`src/sv/gcb_pkg.sv`:
```
// Shared constants, the cell descriptor type and the 5x7 font table of the glyph cell blitter.
// Used by the interfaces, the front, the queue, the back and the top level.
package gcb_pkg;

  localparam int BYTES_PER_LINE = 61;
  localparam int TEXT_COLUMNS = 89;
  localparam int TEXT_ROWS = 36;

  localparam int GLYPH_W = 5;
  localparam int GLYPH_H = 7;
  localparam int FIRST_CODE = 32;
  localparam int LAST_CODE = 125;
  localparam logic [7:0] ROW_MASK = 8'hF8;

  localparam int ADDR_W = 16;
  localparam logic [ADDR_W-1:0] ORIGIN_RESET = 16'd16692;

  localparam int COL_W = $clog2(TEXT_COLUMNS);
  localparam int ROWN_W = $clog2(TEXT_ROWS);
  localparam int BITPOS_W = $clog2(TEXT_COLUMNS * GLYPH_W);
  localparam int ROWIDX_W = $clog2(GLYPH_H);
  localparam int LINE_STEP = GLYPH_H * BYTES_PER_LINE;
  localparam int QUEUE_DEPTH = 2;

  typedef logic [GLYPH_W-1:0] glyph_row_t;

  typedef struct packed {
    logic [ADDR_W-1:0] base;
    logic [2:0] off;
    logic two;
    logic toggle;
    logic [GLYPH_H-1:0][GLYPH_W-1:0] rows;
  } desc_t;

  // Seven bytes per glyph, top row in the most significant byte.
  function automatic logic [GLYPH_H*8-1:0] glyph_bytes(input logic [6:0] idx);
    logic [GLYPH_H*8-1:0] g;
    case (idx)
      7'd0: g = 56'h00000000000000;
      7'd1: g = 56'h20202020002000;
      7'd2: g = 56'h50505000000000;
      7'd3: g = 56'h0050F850F85000;
      7'd4: g = 56'h0070A070287000;
      7'd5: g = 56'h80902040901000;
      7'd6: g = 56'h0040A040A05000;
      7'd7: g = 56'h20202000000000;
      7'd8: g = 56'h20404040402000;
      7'd9: g = 56'h40202020204000;
      7'd10: g = 56'h00502070205000;
      7'd11: g = 56'h002020F8202000;
      7'd12: g = 56'h00000000302000;
      7'd13: g = 56'h000000F0000000;
      7'd14: g = 56'h00000000606000;
      7'd15: g = 56'h00102040800000;
      7'd16: g = 56'h20505050502000;
      7'd17: g = 56'h20602020207000;
      7'd18: g = 56'h6090102040F000;
      7'd19: g = 56'hF0106010906000;
      7'd20: g = 56'h2060A0F0202000;
      7'd21: g = 56'hF080E010906000;
      7'd22: g = 56'h6080E090906000;
      7'd23: g = 56'hF0102020404000;
      7'd24: g = 56'h60906090906000;
      7'd25: g = 56'h60909070106000;
      7'd26: g = 56'h00606000606000;
      7'd27: g = 56'h00606000604000;
      7'd28: g = 56'h00102040201000;
      7'd29: g = 56'h0000F000F00000;
      7'd30: g = 56'h00402010204000;
      7'd31: g = 56'h20501020002000;
      7'd32: g = 56'h6090B0B0806000;
      7'd33: g = 56'h609090F0909000;
      7'd34: g = 56'hE090E09090E000;
      7'd35: g = 56'h60908080906000;
      7'd36: g = 56'hE090909090E000;
      7'd37: g = 56'hF080E08080F000;
      7'd38: g = 56'hF080E080808000;
      7'd39: g = 56'h609080B0907000;
      7'd40: g = 56'h9090F090909000;
      7'd41: g = 56'h70202020207000;
      7'd42: g = 56'h10101010906000;
      7'd43: g = 56'h90A0C0C0A09000;
      7'd44: g = 56'h8080808080F000;
      7'd45: g = 56'h90F0F090909000;
      7'd46: g = 56'h90D0D0B0B09000;
      7'd47: g = 56'h60909090906000;
      7'd48: g = 56'hE09090E0808000;
      7'd49: g = 56'h60909090D06000;
      7'd50: g = 56'hE09090E0A09000;
      7'd51: g = 56'h60904020906000;
      7'd52: g = 56'h70202020202000;
      7'd53: g = 56'h90909090906000;
      7'd54: g = 56'h90909090606000;
      7'd55: g = 56'h909090F0F09000;
      7'd56: g = 56'h90906060909000;
      7'd57: g = 56'h50505020202000;
      7'd58: g = 56'hF010204080F000;
      7'd59: g = 56'h70404040407000;
      7'd60: g = 56'h00804020100000;
      7'd61: g = 56'h70101010107000;
      7'd62: g = 56'h20500000000000;
      7'd63: g = 56'h0000000000F000;
      7'd64: g = 56'h40200000000000;
      7'd65: g = 56'h00007090B05000;
      7'd66: g = 56'h8080E09090E000;
      7'd67: g = 56'h00006080806000;
      7'd68: g = 56'h10107090907000;
      7'd69: g = 56'h000060B0C06000;
      7'd70: g = 56'h205040E0404000;
      7'd71: g = 56'h00007090608000;
      7'd72: g = 56'h8080E090909000;
      7'd73: g = 56'h20006020207000;
      7'd74: g = 56'h10001010105000;
      7'd75: g = 56'h8080A0C0A09000;
      7'd76: g = 56'h60202020207000;
      7'd77: g = 56'h0000A0F0909000;
      7'd78: g = 56'h0000E090909000;
      7'd79: g = 56'h00006090906000;
      7'd80: g = 56'h0000E09090E000;
      7'd81: g = 56'h00007090907000;
      7'd82: g = 56'h0000E090808000;
      7'd83: g = 56'h000070C030E000;
      7'd84: g = 56'h4040E040403000;
      7'd85: g = 56'h00009090907000;
      7'd86: g = 56'h00005050502000;
      7'd87: g = 56'h00009090F0F000;
      7'd88: g = 56'h00009060609000;
      7'd89: g = 56'h00009090502000;
      7'd90: g = 56'h0000F02040F000;
      7'd91: g = 56'h10206020201000;
      7'd92: g = 56'h20202020202000;
      7'd93: g = 56'h40203020204000;
      default: g = '0;
    endcase
    return g;
  endfunction

endpackage

```
`src/sv/gcb_queue.sv`:
```
// Short descriptor queue that decouples the request front end from the write sequencer.
// Depends on gcb_pkg for the descriptor type and depth.
module gcb_queue import gcb_pkg::*; (
  input  logic  clk,
  input  logic  rst,
  input  logic  push,
  input  desc_t push_data,
  output logic  full,
  input  logic  pop,
  output logic  valid,
  output desc_t data
);

  localparam int PTR_W = (QUEUE_DEPTH > 1) ? $clog2(QUEUE_DEPTH) : 1;
  localparam int CNT_W = $clog2(QUEUE_DEPTH + 1);

  desc_t entries [QUEUE_DEPTH];
  logic [PTR_W-1:0] wr_ptr;
  logic [PTR_W-1:0] rd_ptr;
  logic [CNT_W-1:0] count;

  assign full = count == CNT_W'(QUEUE_DEPTH);
  assign valid = count != '0;
  assign data = entries[rd_ptr];

  always_ff @(posedge clk) begin
    if (rst) begin
      wr_ptr <= '0;
      rd_ptr <= '0;
      count <= '0;
    end else begin
      if (push) begin
        wr_ptr <= (wr_ptr == PTR_W'(QUEUE_DEPTH - 1)) ? '0 : wr_ptr + 1'b1;
      end
      if (pop) begin
        rd_ptr <= (rd_ptr == PTR_W'(QUEUE_DEPTH - 1)) ? '0 : rd_ptr + 1'b1;
      end
      if (push && !pop) begin
        count <= count + 1'b1;
      end else if (pop && !push) begin
        count <= count - 1'b1;
      end
    end
  end

  always_ff @(posedge clk) begin
    if (push) begin
      entries[wr_ptr] <= push_data;
    end
  end

endmodule

```
`config.mk`:
```
export PLATFORM = sky130hd
export DESIGN_NAME = gcb_queue
export DESIGN_NICKNAME = d
export VERILOG_FILES = /design/src/sv/gcb_pkg.sv /design/src/sv/gcb_queue.sv
export SDC_FILE = /design/constraint.sdc
export NUM_CORES = 1
export LEC_CHECK = 0
export BUFFER_PORTS_ARGS = -buffer_cell sky130_fd_sc_hd__buf_2
export CAP_MARGIN = 10
export CORE_UTILIZATION = 49
export DETAILED_ROUTE_END_ITERATION = 12
export PLACE_DENSITY_LB_ADDON = 0.08
export SETUP_SLACK_MARGIN = 0.3
export SLEW_MARGIN = 20
export SYNTH_ARGS = -nofsm -noshare
export SYNTH_HDL_FRONTEND = slang
export SYNTH_SLANG_ARGS = --single-unit
export TNS_END_PERCENT = 10
```
`constraint.sdc`:
```
create_clock -name clk -period 6.87 [get_ports clk]
set_input_delay 1.0305 -clock clk [delete_from_list [all_inputs] [get_ports clk]]
set_output_delay 1.0305 -clock clk [all_outputs]
set_load 0.01 [all_outputs]
```
==> flow_metrics.py <==
metrics = {
    "floorplan": {
        "die_area_mm2": 0.009074,
        "ios": 118,
        "die_h_um": 95.26,
        "dieWidth_um": 95.26,
        "start_util_pct": 51.35,
        "core_mm2": 0.008299,
        "rows": 33,
    },
    "pwr": {
        "power.leakage_nw": 2.123,
        "peakVddDrop_mv": 0.2266,
        "powerDensity_mw_per_mm2": 339.2,
    },
    "worst_setup_path": {
        "worstSetupStartpointType": "flop",
        "path_class": "reg2out",
        "worstPathCellList": "buf_4, mux2_2, buf_2",
        "cpPeakStageDelay_ns": 0.55,
        "path_delay_family": "buffers and inverters",
        "crit_fanout": 42,
        "critPathRequiredTime_ns": 5.84,
        "worst-path-buf-inv": 2,
        "worstRegToRegCells": 2,
        "slowest_stage": "dfxtp_2",
        "reg2reg_to": "entries[1][16]$_DFFE_PP_",
        "arrival_ns": 2.18,
        "r2r-start": "wr_ptr$_SDFFE_PP0P_",
        "critPathCaptureType": "output pin",
        "rrSetupSlack_ns": 5.15,
    },
    "run_status": {
        "outcome": "finished, final reports clean",
    },
    "timing": {
        "slew_headroom_pct": 57.05,
        "fin_crit_sh_pct": 46.80,
        "finalSetupViolations": 0,
        "whs_ns": 0.4901,
        "worstMarginPinSlew_ns": 0.6442,
        "setup_tns_ns": 0,
        "timing.fmax_mhz": 311.0,
        "final_max_slew_viol_count": 0,
        "finalHoldViolCount": 0,
        "grt_setup_unrepaired": "no",
        "fin_skew_ns": 0.006509,
        "period_minus_slack_ns": 3.215,
    },
    "clocking": {
        "cts-hold-fix-buffers": 0,
        "postCtsSetupBuffers": 0,
        "cts-root-buf": "clkbuf_8",
        "postCtsResizedCells": 0,
        "cts-buffers-inserted": 17,
        "cts_tree": "done",
        "clk_pin_slew_ns": 0.06,
        "clock_latency_ns": 0.50,
        "cts_max_level": 4,
        "clockBufferDepth": 2,
        "clock_sinks": 117,
    },
    "route": {
        "drtIter0Drc": 96,
        "drcViolationCount": 0,
        "wl_mm": 7.066,
        "ant_nets": 0,
        "vias": 2173,
        "wire_per_inst_um": 15.81,
        "vias_per_cell": 4.861,
        "dr.pass1.iters": 4,
    },
    "synth": {
        "netlist.top_cell.by_area": "edfxtp_1",
        "post_synth_num_cell_types": 18,
        "ys_seq_area_share_pct": 81.27,
        "synth_area_mm2": 0.004262,
        "synth_top_area_share_pct": 78.92,
        "ys_seq_elements": 117,
        "synth_nets": 257,
        "synthCells": 196,
        "avgSynthCellArea_um2": 21.74,
        "ys_warn_count": 0,
        "netlist_top_cells_area": "edfxtp_1 (79%), mux2_2 (15%), dfxtp_1 (2.3%)",
    },
    "cells_and_area": {
        "layout-drive-gt1-share_pct": 61.40,
        "syn_to_final_growth_pct": 30.39,
        "final_nets": 390,
        "insertedDiodeCount": 0,
    },
    "run": {
        "cap_viol_max_count": 0,
    },
    "grt": {
        "grt_max_degree": 48,
        "grt_pass1_vias": 2227,
        "grt_use_total_pct": 16.69,
        "antenna_found_initial": 0,
        "grt_first_pass_wirelength_mm": 10.54,
        "grt-ovfl-total": 0,
    },
    "worst_hold_path": {
        "hold_path_depth": 2,
        "min_to": "count[1]$_SDFFE_PP0P_",
        "hold_start": "count[1]$_SDFFE_PP0P_",
        "hp-class": "reg2reg",
    },
    "place": {
        "dpl.hpwl_mm": 4.413,
        "portBuffers": 117,
        "gp_congestion": 0.6766,
    },
}
## worst max path at each step
stage,cells after the start,startpoint,endpoint,slack (ns)
6_report,3,flop,data[18],3.65
5_1_grt,3,flop,data[18],3.52
4_1_cts,3,flop,data[18],3.59
3_5_place_dp,3,flop,data[18],4.14
3_3_place_gp,3,flop,data[18],4.14
2_1_floorplan,1,push,entries[0][0]$_DFFE_PP_,2.89
## flip-flops by register name, summed over array words and instances (netlist names), named ones only
| name | flops |
|---|---|
| rd_ptr | 1 |
| entries | 112 |
| wr_ptr | 1 |
| count | 2 |
## layer usage
metal	vias up	share of wire [%]	track usage (%)	wire, µm
met4	0	0.57	7.955	40
met1	1051	42	18.76	2951
met3	2	7.8	7.895	552
met5	-	0	0	0
met2	78	50	26.79	3521
li1	1042	-	-	-
## cell usage in the layout (no fill, tap or decap)
cell type / instances
buf_2: 117
edfxtp_1: 112
mux2_2: 56
clkbuf_16: 16
nor2_1: 4
bufinv_16: 4
clkinvlp_4: 4
dfxtp_1: 4
buf_4: 3
xor2_1: 2
xnor2_1: 2
clkinv_4: 2
clkinv_1: 2
clkinv_2: 2
inv_1: 1
or2_2: 1
and2_2: 1
and2b_2: 1
nor2b_4: 1
o21ai_0: 1
or3_1: 1
a21oi_1: 1
ha_1: 1
dfxtp_2: 1
clkbuf_8: 1
clkbuf_1: 1
## cells by family (layout without fill, tap and decap cells)
kind of cell             Yosys count  count (layout)  share of synthesized area [%]
flip-flops                       117             117                          81.27
AND/OR/NAND/NOR                    9               9                          1.145
multiplexers                      56              56                          14.80
buffers and inverters              7             153                          1.438
adder cells (fa/ha/maj)            1               1                         0.2936
XOR/XNOR                           4               4                         0.8222
AO/OA/AOI/OAI                      2               2                         0.2347
## Yosys cell counts
cell type	number
mux2_2	56
ha_1	1
nor2_1	4
buf_6	4
xnor2_1	2
or2_2	1
o21ai_0	1
and2b_2	1
buf_4	1
buf_2	1
xor2_1	2
inv_1	1
dfxtp_1	5
a21oi_1	1
and2_1	1
nor2b_1	1
or3_1	1
edfxtp_1	112
## per-stage QoR
stage                     setup WS (ns)  power (mW)  utilization, %  instance area, µm²  cells
after floorplan                   2.890      0.9595               -                4262    196
after global placement            4.140       1.026           59.69                4954    415
after detailed placement          4.139       1.029           59.69                4954    415
after CTS                         3.589       1.908           66.95                5557    447
after global routing              3.518       1.953           66.95                5557    447
final                             3.655       1.885           66.95                5557    447
## layout make-up
type	instances	area [µm²]
flip-flops and latches	117	3465
fillers	620	2743
multi-input cells	72	745.7
repair buffers	120	608.1
clock buffers	18	417.9
clock inverters	14	185.2
well taps	105	131.4
inverters	1	3.754
## tightest hold or removal path, cell delays in order, from the launching register on
cell and delay (ns):
dfxtp_1 0.32, o21ai_0 0.07, a21oi_1 0.05
## where the power goes
group / switching (mW) / internal (mW) / total [mW]
registers: 0.0139 / 0.833 / 0.847
logic: 0.0855 / 0.0802 / 0.166
clock network: 0.288 / 0.585 / 0.873
total: 0.388 / 1.50 / 1.89
(Power assumes the default switching activity.)
