[src/sv/gcb_pkg.sv]
// Shared constants, the cell descriptor type and the 5x7 font table of the glyph cell blitter.
// Used by the interfaces, the front, the queue, the back and the top level.
package gcb_pkg;

  localparam int BYTES_PER_LINE = 61;
  localparam int TEXT_COLUMNS = 89;
  localparam int TEXT_ROWS = 36;

  localparam int GLYPH_W = 5;
  localparam int GLYPH_H = 7;
  localparam int FIRST_CODE = 32;
  localparam int LAST_CODE = 125;
  localparam logic [7:0] ROW_MASK = 8'hF8;

  localparam int ADDR_W = 16;
  localparam logic [ADDR_W-1:0] ORIGIN_RESET = 16'd16692;

  localparam int COL_W = $clog2(TEXT_COLUMNS);
  localparam int ROWN_W = $clog2(TEXT_ROWS);
  localparam int BITPOS_W = $clog2(TEXT_COLUMNS * GLYPH_W);
  localparam int ROWIDX_W = $clog2(GLYPH_H);
  localparam int LINE_STEP = GLYPH_H * BYTES_PER_LINE;
  localparam int QUEUE_DEPTH = 2;

  typedef logic [GLYPH_W-1:0] glyph_row_t;

  typedef struct packed {
    logic [ADDR_W-1:0] base;
    logic [2:0] off;
    logic two;
    logic toggle;
    logic [GLYPH_H-1:0][GLYPH_W-1:0] rows;
  } desc_t;

  // Seven bytes per glyph, top row in the most significant byte.
  function automatic logic [GLYPH_H*8-1:0] glyph_bytes(input logic [6:0] idx);
    logic [GLYPH_H*8-1:0] g;
    case (idx)
      7'd0: g = 56'h00000000000000;
      7'd1: g = 56'h20202020002000;
      7'd2: g = 56'h50505000000000;
      7'd3: g = 56'h0050F850F85000;
      7'd4: g = 56'h0070A070287000;
      7'd5: g = 56'h80902040901000;
      7'd6: g = 56'h0040A040A05000;
      7'd7: g = 56'h20202000000000;
      7'd8: g = 56'h20404040402000;
      7'd9: g = 56'h40202020204000;
      7'd10: g = 56'h00502070205000;
      7'd11: g = 56'h002020F8202000;
      7'd12: g = 56'h00000000302000;
      7'd13: g = 56'h000000F0000000;
      7'd14: g = 56'h00000000606000;
      7'd15: g = 56'h00102040800000;
      7'd16: g = 56'h20505050502000;
      7'd17: g = 56'h20602020207000;
      7'd18: g = 56'h6090102040F000;
      7'd19: g = 56'hF0106010906000;
      7'd20: g = 56'h2060A0F0202000;
      7'd21: g = 56'hF080E010906000;
      7'd22: g = 56'h6080E090906000;
      7'd23: g = 56'hF0102020404000;
      7'd24: g = 56'h60906090906000;
      7'd25: g = 56'h60909070106000;
      7'd26: g = 56'h00606000606000;
      7'd27: g = 56'h00606000604000;
      7'd28: g = 56'h00102040201000;
      7'd29: g = 56'h0000F000F00000;
      7'd30: g = 56'h00402010204000;
      7'd31: g = 56'h20501020002000;
      7'd32: g = 56'h6090B0B0806000;
      7'd33: g = 56'h609090F0909000;
      7'd34: g = 56'hE090E09090E000;
      7'd35: g = 56'h60908080906000;
      7'd36: g = 56'hE090909090E000;
      7'd37: g = 56'hF080E08080F000;
      7'd38: g = 56'hF080E080808000;
      7'd39: g = 56'h609080B0907000;
      7'd40: g = 56'h9090F090909000;
      7'd41: g = 56'h70202020207000;
      7'd42: g = 56'h10101010906000;
      7'd43: g = 56'h90A0C0C0A09000;
      7'd44: g = 56'h8080808080F000;
      7'd45: g = 56'h90F0F090909000;
      7'd46: g = 56'h90D0D0B0B09000;
      7'd47: g = 56'h60909090906000;
      7'd48: g = 56'hE09090E0808000;
      7'd49: g = 56'h60909090D06000;
      7'd50: g = 56'hE09090E0A09000;
      7'd51: g = 56'h60904020906000;
      7'd52: g = 56'h70202020202000;
      7'd53: g = 56'h90909090906000;
      7'd54: g = 56'h90909090606000;
      7'd55: g = 56'h909090F0F09000;
      7'd56: g = 56'h90906060909000;
      7'd57: g = 56'h50505020202000;
      7'd58: g = 56'hF010204080F000;
      7'd59: g = 56'h70404040407000;
      7'd60: g = 56'h00804020100000;
      7'd61: g = 56'h70101010107000;
      7'd62: g = 56'h20500000000000;
      7'd63: g = 56'h0000000000F000;
      7'd64: g = 56'h40200000000000;
      7'd65: g = 56'h00007090B05000;
      7'd66: g = 56'h8080E09090E000;
      7'd67: g = 56'h00006080806000;
      7'd68: g = 56'h10107090907000;
      7'd69: g = 56'h000060B0C06000;
      7'd70: g = 56'h205040E0404000;
      7'd71: g = 56'h00007090608000;
      7'd72: g = 56'h8080E090909000;
      7'd73: g = 56'h20006020207000;
      7'd74: g = 56'h10001010105000;
      7'd75: g = 56'h8080A0C0A09000;
      7'd76: g = 56'h60202020207000;
      7'd77: g = 56'h0000A0F0909000;
      7'd78: g = 56'h0000E090909000;
      7'd79: g = 56'h00006090906000;
      7'd80: g = 56'h0000E09090E000;
      7'd81: g = 56'h00007090907000;
      7'd82: g = 56'h0000E090808000;
      7'd83: g = 56'h000070C030E000;
      7'd84: g = 56'h4040E040403000;
      7'd85: g = 56'h00009090907000;
      7'd86: g = 56'h00005050502000;
      7'd87: g = 56'h00009090F0F000;
      7'd88: g = 56'h00009060609000;
      7'd89: g = 56'h00009090502000;
      7'd90: g = 56'h0000F02040F000;
      7'd91: g = 56'h10206020201000;
      7'd92: g = 56'h20202020202000;
      7'd93: g = 56'h40203020204000;
      default: g = '0;
    endcase
    return g;
  endfunction

endpackage

[src/sv/gcb_ifs.sv]


interface gcb_wr_if;
  logic valid;
  logic ready;
  logic [gcb_pkg::ADDR_W-1:0] byte_address;
  logic [7:0] write_data;
  logic [7:0] bit_mask;
  logic toggle;
  logic last;
  modport source(output valid, byte_address, write_data, bit_mask, toggle, last, input ready);
  modport sink(input valid, byte_address, write_data, bit_mask, toggle, last, output ready);
endinterface


[src/sv/gcb_back.sv]
// Write sequencer: walks a cell's 7 glyph rows, one masked byte write per cycle unless wr stalls.
// Depends on gcb_pkg and the write interface in gcb_ifs.
module gcb_back import gcb_pkg::*; (
  input  logic  clk,
  input  logic  rst,
  input  logic  q_valid,
  input  desc_t q_data,
  output logic  pop,
  gcb_wr_if.source wr
);

  desc_t cur;
  logic busy;
  logic [ROWIDX_W-1:0] row;
  logic second;
  logic [ADDR_W-1:0] addr;

  logic out_valid;
  logic [ADDR_W-1:0] out_addr;
  logic [7:0] out_data;
  logic [7:0] out_mask;
  logic out_toggle;
  logic out_last;

  logic adv;
  logic end_row;
  logic last_row;
  logic fin;
  glyph_row_t g;
  logic [15:0] data_wide;
  logic [15:0] mask_wide;

  assign adv = busy && (!out_valid || wr.ready);
  assign end_row = !cur.two || second;
  assign last_row = row == ROWIDX_W'(GLYPH_H - 1);
  assign fin = adv && end_row && last_row;
  assign pop = q_valid && (!busy || fin);

  assign g = cur.rows[row];
  assign data_wide = {g, {(16 - GLYPH_W){1'b0}}} >> cur.off;
  assign mask_wide = {ROW_MASK, 8'h00} >> cur.off;

  always_ff @(posedge clk) begin
    if (rst) begin
      busy <= 1'b0;
      out_valid <= 1'b0;
    end else begin
      if (adv) begin
        out_valid <= 1'b1;
      end else if (wr.ready) begin
        out_valid <= 1'b0;
      end
      if (pop) begin
        busy <= 1'b1;
      end else if (fin) begin
        busy <= 1'b0;
      end
    end
  end

  always_ff @(posedge clk) begin
    if (pop) begin
      cur <= q_data;
      row <= '0;
      second <= 1'b0;
      addr <= q_data.base;
    end else if (adv) begin
      if (!end_row) begin
        second <= 1'b1;
      end else begin
        second <= 1'b0;
        row <= row + 1'b1;
        addr <= addr + ADDR_W'(BYTES_PER_LINE);
      end
    end
    if (adv) begin
      out_addr <= second ? addr + 1'b1 : addr;
      out_data <= second ? data_wide[7:0] : data_wide[15:8];
      out_mask <= second ? mask_wide[7:0] : mask_wide[15:8];
      out_toggle <= cur.toggle;
      out_last <= end_row && last_row;
    end
  end

  assign wr.valid = out_valid;
  assign wr.byte_address = out_addr;
  assign wr.write_data = out_data;
  assign wr.bit_mask = out_mask;
  assign wr.toggle = out_toggle;
  assign wr.last = out_last;

endmodule

[src/flat_wrapper.sv]
// flat-port wrapper written by rule: the top's interface ports become plain ports
module gcb_back_flat import gcb_pkg::*;
  (clk, rst, q_valid, q_data, pop, wr_valid, wr_byte_address, wr_write_data, wr_bit_mask, wr_toggle, wr_last, wr_ready);
  gcb_wr_if wr_i ();
  input  logic clk;
  input  logic rst;
  input  logic q_valid;
  input  desc_t q_data;
  output logic pop;
  output wire logic [$bits(wr_i.valid)-1:0] wr_valid;
  output wire logic [$bits(wr_i.byte_address)-1:0] wr_byte_address;
  output wire logic [$bits(wr_i.write_data)-1:0] wr_write_data;
  output wire logic [$bits(wr_i.bit_mask)-1:0] wr_bit_mask;
  output wire logic [$bits(wr_i.toggle)-1:0] wr_toggle;
  output wire logic [$bits(wr_i.last)-1:0] wr_last;
  input wire logic [$bits(wr_i.ready)-1:0] wr_ready;
  assign wr_valid = wr_i.valid;
  assign wr_byte_address = wr_i.byte_address;
  assign wr_write_data = wr_i.write_data;
  assign wr_bit_mask = wr_i.bit_mask;
  assign wr_toggle = wr_i.toggle;
  assign wr_last = wr_i.last;
  assign wr_i.ready = wr_ready;
  gcb_back u_core (.clk(clk), .rst(rst), .q_valid(q_valid), .q_data(q_data), .pop(pop), .wr(wr_i));
endmodule
[config.mk]
export PLATFORM = sky130hd
export DESIGN_NAME = gcb_back_flat
export DESIGN_NICKNAME = d
export VERILOG_FILES = /design/src/sv/gcb_pkg.sv /design/src/sv/gcb_ifs.sv /design/src/sv/gcb_back.sv /design/src/flat_wrapper.sv
export SDC_FILE = /design/constraint.sdc
export NUM_CORES = 1
export LEC_CHECK = 0
export BUFFER_PORTS_ARGS = -buffer_cell sky130_fd_sc_hd__buf_2
export CAP_MARGIN = 20
export CORE_ASPECT_RATIO = 0.7
export CORE_MARGIN = 2
export CORE_UTILIZATION = 45
export DETAILED_ROUTE_END_ITERATION = 8
export PLACE_DENSITY = 0.74
export RECOVER_POWER = 25
export SLEW_MARGIN = 20
export SYNTH_ARGS = -nofsm -noshare
export SYNTH_HDL_FRONTEND = slang
export SYNTH_SLANG_ARGS = --single-unit
[constraint.sdc]
create_clock -name clk -period 3.6 [get_ports clk]
set_input_delay 0.54 -clock clk [delete_from_list [all_inputs] [get_ports clk]]
set_output_delay 0.54 -clock clk [all_outputs]
set_load 0.05 [all_outputs]
==> flow_summary.toml <==
[cts]
cts_resized = 0
cts.htree.levels = 3
path_clk_slew_ns = 0.07
hold_buffers = 0
clkSinkCount = 96
cts_buffers = 9
cts_setup_buffers = 0
cts_tree = "built"
root_buffer = "clkbuf_16"
cts.path.max_buffers = 2
clock_latency_ns = 0.34

[worst_setup_path]
end_kind = "primary output"
arrival_ns = 2.39
worst_setup_path_start_kind = "flop"
worstPathMaxFanout = 15
reg2reg_slack_ns = 0.77
path_class = "reg -> out"
crit_required_ns = 3.06

[placement]
port-buffer-count = 95
hpwl_um = 6360
gp_congestion = 0.954
dp_cells = 554

[pwr]
clkPwrFrac_pct = 33.0
leakage_nw = 2.02
swShare_pct = 28.2
pwr-share-comb_pct = 17.9
p_int_w = 0.00208
peakVddDrop_mv = 0.302
pwr-share-seq_pct = 49.1
net-switching-power_w = 0.000814
power.density_nw_per_um2 = 549

[finish]
antenna_cells = 0
final_util_pct = 54.8
nets = 500
finalNonFillerCells = 570
syn_to_final_growth_pct = 19.3
layout-drive-gt1-share_pct = 26.9
final_common_cell = "edfxtp_1"
final_cell_mix = "edfxtp_1 (90), buf_2 (88), nand2_1 (32)"

[global_routing]
grt_max_degree = 66
met3_usage_pct = 5.46
overflow = 0
met2_usage_pct = 26.0
antenna_found_initial = 0
grt_pass1_wl_um = 13900
track_usage_pct = 17.2
grt_busiest_layer = "met2"
grt_pass1_vias = 2836
use_met1_pct = 24.3

[sta]
min_period_ns = 2.93
hold_viol = 0
fin_skew_ns = 0.00813
rsz0062_at_grt = "false"
drv_slew = 0
final.hold.worst_slack_ns = 0.372
setup_viol = 0
fin_crit_sh_pct = 81.3
fmax_ghz = 0.342
fin_setup_tns_ns = 0
tightest_slew_ns = 1.01
slew_headroom_pct = 32.7

[floorplan]
fp.coreArea_um2 = 9610
die_w_um = 122
rows = 30
design.die.area_um2 = 10600
start_util_pct = 45.9
die_h_um = 86.8
top_level_ports = 96

[worst_hold_path]
holdCritPathClass = "in -> reg"

[synth]
synthArstFlopShare_pct = 0
syn_area_um2 = 4410
avgSynthCellArea_um2 = 12.8
postSynthCellCount = 345
synth-seq-cells = 96
synth-main-ff-cell = "edfxtp_1"
synth_edf_count = 90
ys_seq_area_share_pct = 64.0
synth_nets = 408
ys.warnings.count = 0
ys_types = 46

[detailed_routing]
remaining_drc_errors = 0
drtIter0Drc = 206
wl_um = 8870
final_antenna_net_count = 0
drt_pass1_iterations = 5
wl_per_cell_um = 15.6
post_drt_via_cell_ratio = 5.13
vias = 2922

[run]
maxCapViolCount = 0

[run_status]
status = "complete, no violations"
kinds of logic (layout without fill, tap and decap cells):
logic type      Yosys count  in the layout  share of synthesized area (%)
compound gates           59             59                           8.91
xor+xnor                 30             30                           5.96
fa+ha+maj                 3              3                          0.851
buf+inv                  23            120                           2.81
flops                    96             96                           64.0
mux                      19             19                           4.91
simple gates            115            115                           12.6
worst max-delay path, cell delays in order, from the launching register on:
cell	delay [ns]
dfxtp_1	0.66
ha_1	0.25
nand2_1	0.07
o31ai_1	0.32
nand2_1	0.33
inv_2	0.14
buf_2	0.28
Yosys cell counts (5+ instances only):
| library cell | number | area (µm²) |
|---|---|---|
| a21oi_1 | 12 | 60.1 |
| a22o_1 | 5 | 43.8 |
| clkbuf_1 | 12 | 45.0 |
| dfxtp_1 | 6 | 120 |
| edfxtp_1 | 90 | 2700 |
| mux2i_1 | 16 | 160 |
| nand2_1 | 32 | 120 |
| nand3_1 | 8 | 40.0 |
| nand3b_1 | 6 | 45.0 |
| nor2_1 | 27 | 101 |
| nor3_1 | 17 | 85.1 |
| o211a_1 | 5 | 50.1 |
| o21ai_0 | 10 | 50.1 |
| o21ai_1 | 9 | 45.0 |
| xnor2_1 | 17 | 149 |
| xor2_1 | 13 | 114 |
registers in the layout, indices dropped and copies added (netlist names):
register,count
u_core.addr,16
u_core.busy,1
u_core.cur,40
u_core.row,3
u_core.second,1
u_core.wr.bit_mask,8
u_core.wr.byte_address,16
u_core.wr.last,1
u_core.wr.toggle,1
u_core.wr.valid,1
u_core.wr.write_data,8
path summary, 6_finish.rpt:
path / start / cells after the start / to
worst min-delay path: q_data[21] / 1 / u_core.cur[21]
worst max-delay path: u_core.row[1] / 6 / pop
worst max register to register: u_core.row[1] / 7 / u_core.addr[15]
worst min register to register: u_core.cur[35] / 0 / u_core.wr.toggle
per-stage QoR:
step | setup WS (ns) | area (µm²) | total power, W
after floorplan | 0.640 | 4410 | 0.00183
after global placement | 0.909 | 4970 | 0.00194
after detailed placement | 0.760 | 4970 | 0.00196
after CTS | 0.656 | 5270 | 0.00292
after global routing | 0.415 | 5270 | 0.00302
final | 0.674 | 5270 | 0.00289
power by group through the flow:
| stage | logic [W] | registers (W) | clock network [W] |
|---|---|---|---|
| final | 0.000518 | 0.00142 | 0.000954 |
| after global routing | 0.000564 | 0.00143 | 0.00102 |
| after CTS | 0.000521 | 0.00142 | 0.000979 |
| after detailed placement | 0.000519 | 0.00144 | 0 |
| after global placement | 0.000505 | 0.00144 | 0 |
| after floorplan | 0.000304 | 0.00153 | 0 |
cell type report:
cell class	count	area, µm²
fill	853	4340
sequential	96	2820
multi-input combinational	226	1470
timing repair buffer	97	482
clock buffer	9	225
tap	128	160
clock inverter	7	76.3
inverter	7	26.3
metal layers:
metal | routed length, µm | part of all wire (%)
met1 | 4120 | 46
met2 | 3960 | 45
met3 | 676 | 7.6
met4 | 110 | 1.2
met5 | 0 | 0
No activity file was read; power rests on OpenSTA's default activity.
